===== src/rtl/lkvc_pkg.sv =====
package lkvc_pkg;

  localparam int MAX_ENTRIES = 16;
  localparam int IDX_W       = (MAX_ENTRIES > 1) ? $clog2(MAX_ENTRIES) : 1;
  localparam int AGE_W       = IDX_W;
  localparam int CNT_W       = $clog2(MAX_ENTRIES + 1);

  localparam int KEY_W = 32;
  localparam int VAL_W = 32;

  localparam int                CAP_W     = 5;
  localparam logic [CAP_W-1:0]  CAP_RESET = 5'd16;
  localparam int                CMP_W     = (CAP_W > CNT_W) ? CAP_W : CNT_W;

  localparam int APB_ADDR_W = 3;
  localparam int APB_DATA_W = 32;

  // register index, taken from paddr[2]
  localparam logic REG_CAPACITY = 1'b0;

  localparam logic ACT_GET = 1'b0;
  localparam logic ACT_PUT = 1'b1;

  typedef struct packed {
    logic                    action;
    logic signed [KEY_W-1:0] key;
    logic signed [VAL_W-1:0] value;
  } lkvc_req_t;

  typedef struct packed {
    logic                    found;
    logic signed [VAL_W-1:0] read_value;
    logic                    evicted;
  } lkvc_rsp_t;

  typedef struct packed {
    logic             hit;
    logic [IDX_W-1:0] hit_idx;
    logic             full;
    logic [IDX_W-1:0] victim_idx;
    logic [IDX_W-1:0] free_idx;
  } lkvc_look_t;

endpackage


===== src/rtl/lkvc_lookup.sv =====
module lkvc_lookup (
  input  logic [lkvc_pkg::MAX_ENTRIES-1:0]   valid_i,
  input  logic [lkvc_pkg::KEY_W-1:0]         key_i [lkvc_pkg::MAX_ENTRIES],
  input  logic [lkvc_pkg::AGE_W-1:0]         age_i [lkvc_pkg::MAX_ENTRIES],
  input  logic [lkvc_pkg::CNT_W-1:0]         count_i,
  input  logic [lkvc_pkg::CAP_W-1:0]         cap_i,
  input  logic [lkvc_pkg::KEY_W-1:0]         req_key_i,
  output lkvc_pkg::lkvc_look_t               look_o
);
  import lkvc_pkg::*;

  logic [CMP_W-1:0] cap_ext;
  logic [CNT_W-1:0] eff_cap;
  logic [AGE_W-1:0] last_age;

  always_comb begin
    cap_ext = CMP_W'(cap_i);
    if (cap_i == '0) begin
      eff_cap = CNT_W'(1);
    end else if (cap_ext > CMP_W'(MAX_ENTRIES)) begin
      eff_cap = CNT_W'(MAX_ENTRIES);
    end else begin
      eff_cap = CNT_W'(cap_ext);
    end
  end

  // oldest entry holds rank count-1
  assign last_age = AGE_W'(count_i - CNT_W'(1));

  always_comb begin
    look_o = '0;
    for (int i = MAX_ENTRIES - 1; i >= 0; i--) begin
      if (valid_i[i] && (key_i[i] == req_key_i)) begin
        look_o.hit     = 1'b1;
        look_o.hit_idx = IDX_W'(i);
      end
      if (!valid_i[i]) begin
        look_o.free_idx = IDX_W'(i);
      end
      if (valid_i[i] && (age_i[i] == last_age)) begin
        look_o.victim_idx = IDX_W'(i);
      end
    end
    look_o.full = (count_i >= eff_cap);
  end

endmodule


===== src/rtl/lkvc_store.sv =====
module lkvc_store (
  input  logic                       clk_i,
  input  logic                       rst_ni,
  input  logic                       fire_i,
  input  lkvc_pkg::lkvc_req_t        req_i,
  input  logic [lkvc_pkg::CAP_W-1:0] cap_i,
  output lkvc_pkg::lkvc_rsp_t        rsp_o
);
  import lkvc_pkg::*;

  logic [MAX_ENTRIES-1:0] valid_q, valid_d;
  logic [AGE_W-1:0]       age_q [MAX_ENTRIES];
  logic [AGE_W-1:0]       age_d [MAX_ENTRIES];
  logic [KEY_W-1:0]       key_q [MAX_ENTRIES];
  logic [VAL_W-1:0]       val_q [MAX_ENTRIES];
  logic [CNT_W-1:0]       count_q, count_d;

  lkvc_look_t       look;
  logic             is_put;
  logic             touch;
  logic             insert;
  logic [IDX_W-1:0] slot;
  logic [AGE_W-1:0] thr;
  logic             write_key;
  logic             write_val;

  lkvc_lookup u_lookup (
    .valid_i   (valid_q),
    .key_i     (key_q),
    .age_i     (age_q),
    .count_i   (count_q),
    .cap_i     (cap_i),
    .req_key_i (req_i.key),
    .look_o    (look)
  );

  assign is_put    = (req_i.action == ACT_PUT);
  assign touch     = look.hit || (is_put && look.full);
  assign insert    = !look.hit && is_put && !look.full;
  assign slot      = look.hit ? look.hit_idx : (look.full ? look.victim_idx : look.free_idx);
  assign thr       = look.hit ? age_q[look.hit_idx] : age_q[look.victim_idx];
  assign write_key = fire_i && is_put && !look.hit;
  assign write_val = fire_i && is_put;

  always_comb begin
    valid_d = valid_q;
    count_d = count_q;
    for (int i = 0; i < MAX_ENTRIES; i++) begin
      age_d[i] = age_q[i];
    end
    if (fire_i) begin
      for (int i = 0; i < MAX_ENTRIES; i++) begin
        if (touch) begin
          if (IDX_W'(i) == slot) begin
            age_d[i] = '0;
          end else if (valid_q[i] && (age_q[i] < thr)) begin
            age_d[i] = age_q[i] + AGE_W'(1);
          end
        end else if (insert) begin
          if (IDX_W'(i) == slot) begin
            valid_d[i] = 1'b1;
            age_d[i]   = '0;
          end else if (valid_q[i]) begin
            age_d[i] = age_q[i] + AGE_W'(1);
          end
        end
      end
      if (insert) begin
        count_d = count_q + CNT_W'(1);
      end
    end
  end

  always_ff @(posedge clk_i or negedge rst_ni) begin
    if (!rst_ni) begin
      valid_q <= '0;
      count_q <= '0;
      for (int i = 0; i < MAX_ENTRIES; i++) begin
        age_q[i] <= '0;
      end
    end else begin
      valid_q <= valid_d;
      count_q <= count_d;
      for (int i = 0; i < MAX_ENTRIES; i++) begin
        age_q[i] <= age_d[i];
      end
    end
  end

  always_ff @(posedge clk_i) begin
    if (write_key) begin
      key_q[slot] <= req_i.key;
    end
    if (write_val) begin
      val_q[slot] <= req_i.value;
    end
  end

  assign rsp_o.found      = look.hit;
  assign rsp_o.read_value = (look.hit && !is_put) ? val_q[look.hit_idx] : '0;
  assign rsp_o.evicted    = !look.hit && is_put && look.full;

endmodule


===== src/rtl/lru_key_value_cache_unit.sv =====
// LRU key-value cache: fully associative store of up to 16 entries with
// least-recently-used replacement. Each request is a get or a put and gives
// exactly one response. A request is taken into an input register; once the
// output register is free or being read, all entries are compared against its
// key in parallel, the recency ranks are updated and the response lands in the
// output register. One request is taken every cycle while the output is not
// stalled; the response passes through the input and output registers, with
// the parallel compare and rank update between them. Capacity is written over
// APB at address 0, legal 1..16 (0 acts as 1, larger values as 16); lowering
// it flushes nothing, later put misses just evict. The store is empty after reset.
module lru_key_value_cache_unit (
  input  logic                              clk_i,
  input  logic                              rst_ni,
  input  logic                              s_axis_tvalid,
  output logic                              s_axis_tready,
  input  logic [63:0]                       s_axis_tdata,  // key, value
  input  logic [0:0]                        s_axis_tuser,  // action
  output logic                              m_axis_tvalid,
  input  logic                              m_axis_tready,
  output logic [31:0]                       m_axis_tdata,  // read_value
  output logic [1:0]                        m_axis_tuser,  // found, evicted
  input  logic                              psel,
  input  logic                              penable,
  input  logic                              pwrite,
  input  logic [lkvc_pkg::APB_ADDR_W-1:0]   paddr,
  input  logic [lkvc_pkg::APB_DATA_W-1:0]   pwdata,
  output logic [lkvc_pkg::APB_DATA_W-1:0]   prdata,
  output logic                              pready
);
  import lkvc_pkg::*;

  logic             req_vld_q;
  lkvc_req_t        req_q;
  logic             out_vld_q;
  lkvc_rsp_t        out_q;
  lkvc_rsp_t        rsp;
  logic [CAP_W-1:0] cap_q;
  logic             fire;
  logic             accept;
  logic             cfg_wr;

  assign pready = 1'b1;
  assign cfg_wr = psel && penable && pwrite && pready && (paddr[2] == REG_CAPACITY);
  assign prdata = (paddr[2] == REG_CAPACITY) ? APB_DATA_W'(cap_q) : '0;

  always_ff @(posedge clk_i or negedge rst_ni) begin
    if (!rst_ni) begin
      cap_q <= CAP_RESET;
    end else if (cfg_wr) begin
      cap_q <= pwdata[CAP_W-1:0];
    end
  end

  assign fire          = req_vld_q && (!out_vld_q || m_axis_tready);
  assign s_axis_tready = !req_vld_q || fire;
  assign accept        = s_axis_tvalid && s_axis_tready;

  always_ff @(posedge clk_i or negedge rst_ni) begin
    if (!rst_ni) begin
      req_vld_q <= 1'b0;
      out_vld_q <= 1'b0;
    end else begin
      if (accept) begin
        req_vld_q <= 1'b1;
      end else if (fire) begin
        req_vld_q <= 1'b0;
      end
      if (fire) begin
        out_vld_q <= 1'b1;
      end else if (m_axis_tready) begin
        out_vld_q <= 1'b0;
      end
    end
  end

  always_ff @(posedge clk_i) begin
    if (accept) begin
      req_q.action <= s_axis_tuser[0];
      req_q.key    <= s_axis_tdata[31:0];
      req_q.value  <= s_axis_tdata[63:32];
    end
    if (fire) begin
      out_q <= rsp;
    end
  end

  lkvc_store u_store (
    .clk_i  (clk_i),
    .rst_ni (rst_ni),
    .fire_i (fire),
    .req_i  (req_q),
    .cap_i  (cap_q),
    .rsp_o  (rsp)
  );

  assign m_axis_tvalid   = out_vld_q;
  assign m_axis_tdata    = out_q.read_value;
  assign m_axis_tuser[0] = out_q.found;
  assign m_axis_tuser[1] = out_q.evicted;

endmodule


===== config.mk =====
export PLATFORM = sky130hd
export DESIGN_NAME = lru_key_value_cache_unit
export DESIGN_NICKNAME = d
export VERILOG_FILES = /design/src/rtl/lkvc_pkg.sv /design/src/rtl/lkvc_lookup.sv /design/src/rtl/lkvc_store.sv /design/src/rtl/lru_key_value_cache_unit.sv
export SDC_FILE = /design/constraint.sdc
export NUM_CORES = 2
export LEC_CHECK = 0
export ABC_CLOCK_PERIOD_IN_PS = 12200
export BUFFER_PORTS_ARGS = -buffer_cell sky130_fd_sc_hd__clkbuf_2
export CAP_MARGIN = 10
export CORE_MARGIN = 1
export CORE_UTILIZATION = 45
export DETAILED_ROUTE_END_ITERATION = 10
export SYNTH_ARGS = -nofsm -noshare
export SYNTH_HDL_FRONTEND = slang
export SYNTH_SLANG_ARGS = --single-unit
export TNS_END_PERCENT = 50

===== constraint.sdc =====
create_clock -name clk_i -period 12.2 [get_ports clk_i]
set_input_delay 1.22 -clock clk_i [delete_from_list [all_inputs] [get_ports clk_i]]
set_output_delay 1.22 -clock clk_i [all_outputs]
set_load 0.02 [all_outputs]

==> results.json <==
{
  "status": "complete, but fails checks",
  "violations": "design-rule violations",
  "crit_required_ns": 12.84,
  "cellLeakagePower_nw": 21.6,
  "dp_hpwl_um": 83300,
  "slew_viol_final": 0,
  "nFillCells": 10547,
  "critPathSlowestCell": "edfxtp_1",
  "max_slew_margin": 0.191,
  "antenna_found_initial": 3,
  "ys_types": 87,
  "ant_nets": 0,
  "worstPathArrival_ns": 9.07,
  "regArea_sq_mm": 0.0360,
  "cts_resized": 0,
  "clk_pin_slew_ns": 0.06,
  "maxCapViolations": 0,
  "rsz0062_at_grt": "false",
  "crit_top_cell": "buf_4",
  "period_share": 0.691,
  "cts_hold_buf": 0,
  "ys_ff_latch": 1215,
  "timing.rr.end": "u_store.age_q[0]$_DFFE_PN0P_",
  "drt_wl_total_um": 146000,
  "period_minus_slack_ns": 8.43,
  "final_common_cell": "edfxtp_1",
  "worst_setup_path_start_kind": "flop",
  "path_class": "reg2reg",
  "crit_buf_inv": 4,
  "insertion_delay_ns": 0.77,
  "cts.path.max_buffers": 3,
  "ys_seq_area_frac": 0.639,
  "first_pass_iters": 11,
  "post-place-ws_ns": 3.86,
  "htreeDepth": 4,
  "antenna_cells": 0,
  "vias": 33416,
  "ys.flop_type": "edfxtp_1",
  "fin_ws_ns": 3.77,
  "critical-path-max-stage-delay_ns": 1.04,
  "worst_pin_slew_ns": 1.21,
  "cts_tree": "built",
  "grt_max_degree": 174,
  "skew_ns": 0.0260,
  "die_x_um": 356,
  "synth-edff-count": 1123,
  "first_global_vias": 32904,
  "numCtsBuffers": 133,
  "die_area_sq_mm": 0.127,
  "track_usage": 0.230,
  "grt_pass1_wl_um": 215000,
  "die_h_um": 356,
  "avgSynthCellArea_sq_um": 14.1,
  "powerDensity_mw_per_mm2": 181,
  "holdPathEnd": "u_store.count_q[4]$_DFFE_PN0P_",
  "final_cell_mix": "edfxtp_1, xor2_1, mux2i_1",
  "path_delay_family": "buffers and inverters",
  "syn_inst": 4000,
  "cp_max_fo": 158,
  "detail_route.wl_per_cell_um": 24.7,
  "clock_sinks": 1215,
  "num-nets-final": 4343,
  "async_reset_ff_frac": 0.0757,
  "fin_tns_setup_ns": 0,
  "finalSetupViolations": 0,
  "gp_congestion": 0.889,
  "worstHoldStart": "u_store.count_q[4]$_DFFE_PN0P_",
  "r2r_setup_slack_ns": 3.77,
  "io_pins": 176,
  "drive_above_1_share": 0.146,
  "final_util": 0.510,
  "hold_depth": 1,
  "fmax_mhz": 119,
  "drtIter0Drc": 2742,
  "vdd_drop_max_mv": 0.158,
  "cp-end-kind": "flop",
  "start_util": 0.455,
  "area_growth_pct": 12.2,
  "yosys_warnings": 0,
  "multi_input_area_sq_mm": 0.0195,
  "vias_per_cell": 5.66,
  "hp-class": "reg2reg",
  "reg2reg_from": "req_q[47]$_DFFE_PP_",
  "path_cells": "buf_4 -> xor2_1 -> nor4_1 -> nand3_1 -> or4_1 -> nand2_1 -> o211ai_1 -> o2bb2ai_4 -> buf_12 -> buf_4 -> mux2i_1 -> mux2_2 -> nor2_1 -> a21oi_1 -> nor2_1 -> a211oi_2 -> buf_4 -> ha_1 -> and2_1 -> o21ai_0 -> o41ai_4 -> o21ai_1 -> o21ai_1 -> mux2_2",
  "overflow": 0,
  "root_buffer": "clkbuf_16",
  "power_w": 0.0114,
  "portBuffers": 118,
  "syn_area_sq_mm": 0.0564,
  "drc_errors": 7,
  "core_sq_mm": 0.124,
  "r2r.worst_path.cells": 24,
  "post_cts_buffers": 0,
  "hold_viol_final": 0,
  "rows": 129
}
how the worst max path moves through the flow:
stage,startpoint,end,slack (ns),cells past startpoint
after detailed placement,req_q[47]$_DFFE_PP_,u_store.age_q[0]$_DFFE_PN0P_,3.86,24
final,req_q[47]$_DFFE_PP_,u_store.age_q[0]$_DFFE_PN0P_,3.77,24
after global placement,req_q[47]$_DFFE_PP_,u_store.age_q[0]$_DFFE_PN0P_,3.94,24
after CTS,req_q[47]$_DFFE_PP_,u_store.age_q[0]$_DFFE_PN0P_,3.83,24
after global routing,req_q[47]$_DFFE_PP_,u_store.age_q[0]$_DFFE_PN0P_,3.38,24
after floorplan,u_store.count_q[0]$_DFFE_PN0P_,u_store.key_q[0]$_DFFE_PP_,5.10,16
kinds of logic after synthesis:
| logic type | synth area share |
|---|---|
| buffers and inverters | 0.0238 |
| and+or+nand+nor | 0.0924 |
| DFF | 0.639 |
| other | 0.000133 |
| AOI/OAI and AO/OA | 0.0634 |
| xor gates and xnor gates | 0.0982 |
| adders and majority gates | 0.0158 |
| muxes | 0.0675 |
routing by layer:
metal,wire length [um],track usage,vias to the layer above
li1,-,-,15436
met4,4460,0.0827,0
met5,0,0,-
met3,7850,0.0332,235
met2,68700,0.371,981
met1,64700,0.315,16764
layout make-up:
| type | count | share of cell area |
|---|---|---|
| Sequential cell | 1215 | 0.569 |
| Multi-Input combinational cell | 2549 | 0.308 |
| Clock buffer | 166 | 0.0551 |
| Tap cell | 1637 | 0.0324 |
| Timing Repair Buffer | 230 | 0.0231 |
| Clock inverter | 66 | 0.0105 |
| Inverter | 36 | 0.00214 |
flip-flops by register name, indices dropped and copies added, names as in the netlist:
name,count
u_store.key_q,512
req_q,65
req_vld_q,1
cap_q,5
m_axis_tdata,32
m_axis_tvalid,1
m_axis_tuser,2
u_store.count_q,5
u_store.age_q,64
u_store.valid_q,16
u_store.val_q,512
worst register-to-register path, stage by stage, from the launching register on:
cell	delay [ns]
edfxtp_1	1.04
buf_4	0.49
xor2_1	0.14
nor4_1	0.29
nand3_1	0.14
or4_1	0.63
nand2_1	0.24
o211ai_1	0.19
o2bb2ai_4	0.19
buf_12	0.51
buf_4	0.98
mux2i_1	0.31
mux2_2	0.18
nor2_1	0.04
a21oi_1	0.17
nor2_1	0.07
a211oi_2	0.75
buf_4	0.38
ha_1	0.29
and2_1	0.16
o21ai_0	0.28
o41ai_4	0.15
o21ai_1	0.25
o21ai_1	0.12
mux2_2	0.32
stage by stage:
stage	cells	area [sq um]	hold slack [ns]
3_3_place_gp	5667	59100	0.468
2_1_floorplan	4026	56500	0.449
3_5_place_dp	5667	59100	0.473
5_1_grt	5899	63300	0.506
6_report	5899	63300	0.474
4_1_cts	5899	63300	0.457
cell usage after synthesis, types with 11 or more instances:
| cell type | instances | area share |
|---|---|---|
| o21ai_0 | 101 | 0.0090 |
| nor4_1 | 199 | 0.022 |
| o211a_1 | 32 | 0.0057 |
| xor2_1 | 468 | 0.073 |
| o21bai_2 | 11 | 0.0022 |
| nand4_1 | 59 | 0.0065 |
| buf_4 | 43 | 0.0057 |
| nand2b_1 | 42 | 0.0047 |
| xnor3_1 | 24 | 0.0096 |
| ha_1 | 71 | 0.016 |
| mux2i_1 | 236 | 0.042 |
| nor2b_1 | 64 | 0.0071 |
| nor2_1 | 137 | 0.0091 |
| nand2_1 | 231 | 0.015 |
| a21o_1 | 35 | 0.0047 |
| nor3_1 | 63 | 0.0056 |
| nand3b_1 | 11 | 0.0015 |
| o21ai_1 | 11 | 0.00098 |
| edfxtp_1 | 1123 | 0.60 |
| or4_1 | 15 | 0.0020 |
| buf_2 | 85 | 0.0075 |
| mux2_2 | 118 | 0.024 |
| nand3_1 | 52 | 0.0046 |
| and2_1 | 15 | 0.0017 |
| clkbuf_1 | 66 | 0.0044 |
| o21a_1 | 19 | 0.0025 |
| a21oi_1 | 135 | 0.012 |
| xnor2_1 | 98 | 0.015 |
| nand4b_1 | 23 | 0.0036 |
| a211oi_1 | 61 | 0.0081 |
| nor4b_1 | 12 | 0.0019 |
| or3_1 | 11 | 0.0012 |
| dfrtp_1 | 91 | 0.040 |
| buf_1 | 20 | 0.0013 |
| buf_6 | 12 | 0.0024 |
| inv_1 | 34 | 0.0023 |
| o211ai_1 | 59 | 0.0079 |
power breakdown:
part	total, W	internal, W	switching [W]	leakage, nW
Sequential	0.00504	0.00484	0.000207	11.4
Clock	0.00387	0.00221	0.00166	2.03
Combinational	0.00250	0.000930	0.00157	8.13
Total	0.0114	0.00798	0.00344	21.6
No activity file was read; power rests on OpenSTA's default activity.
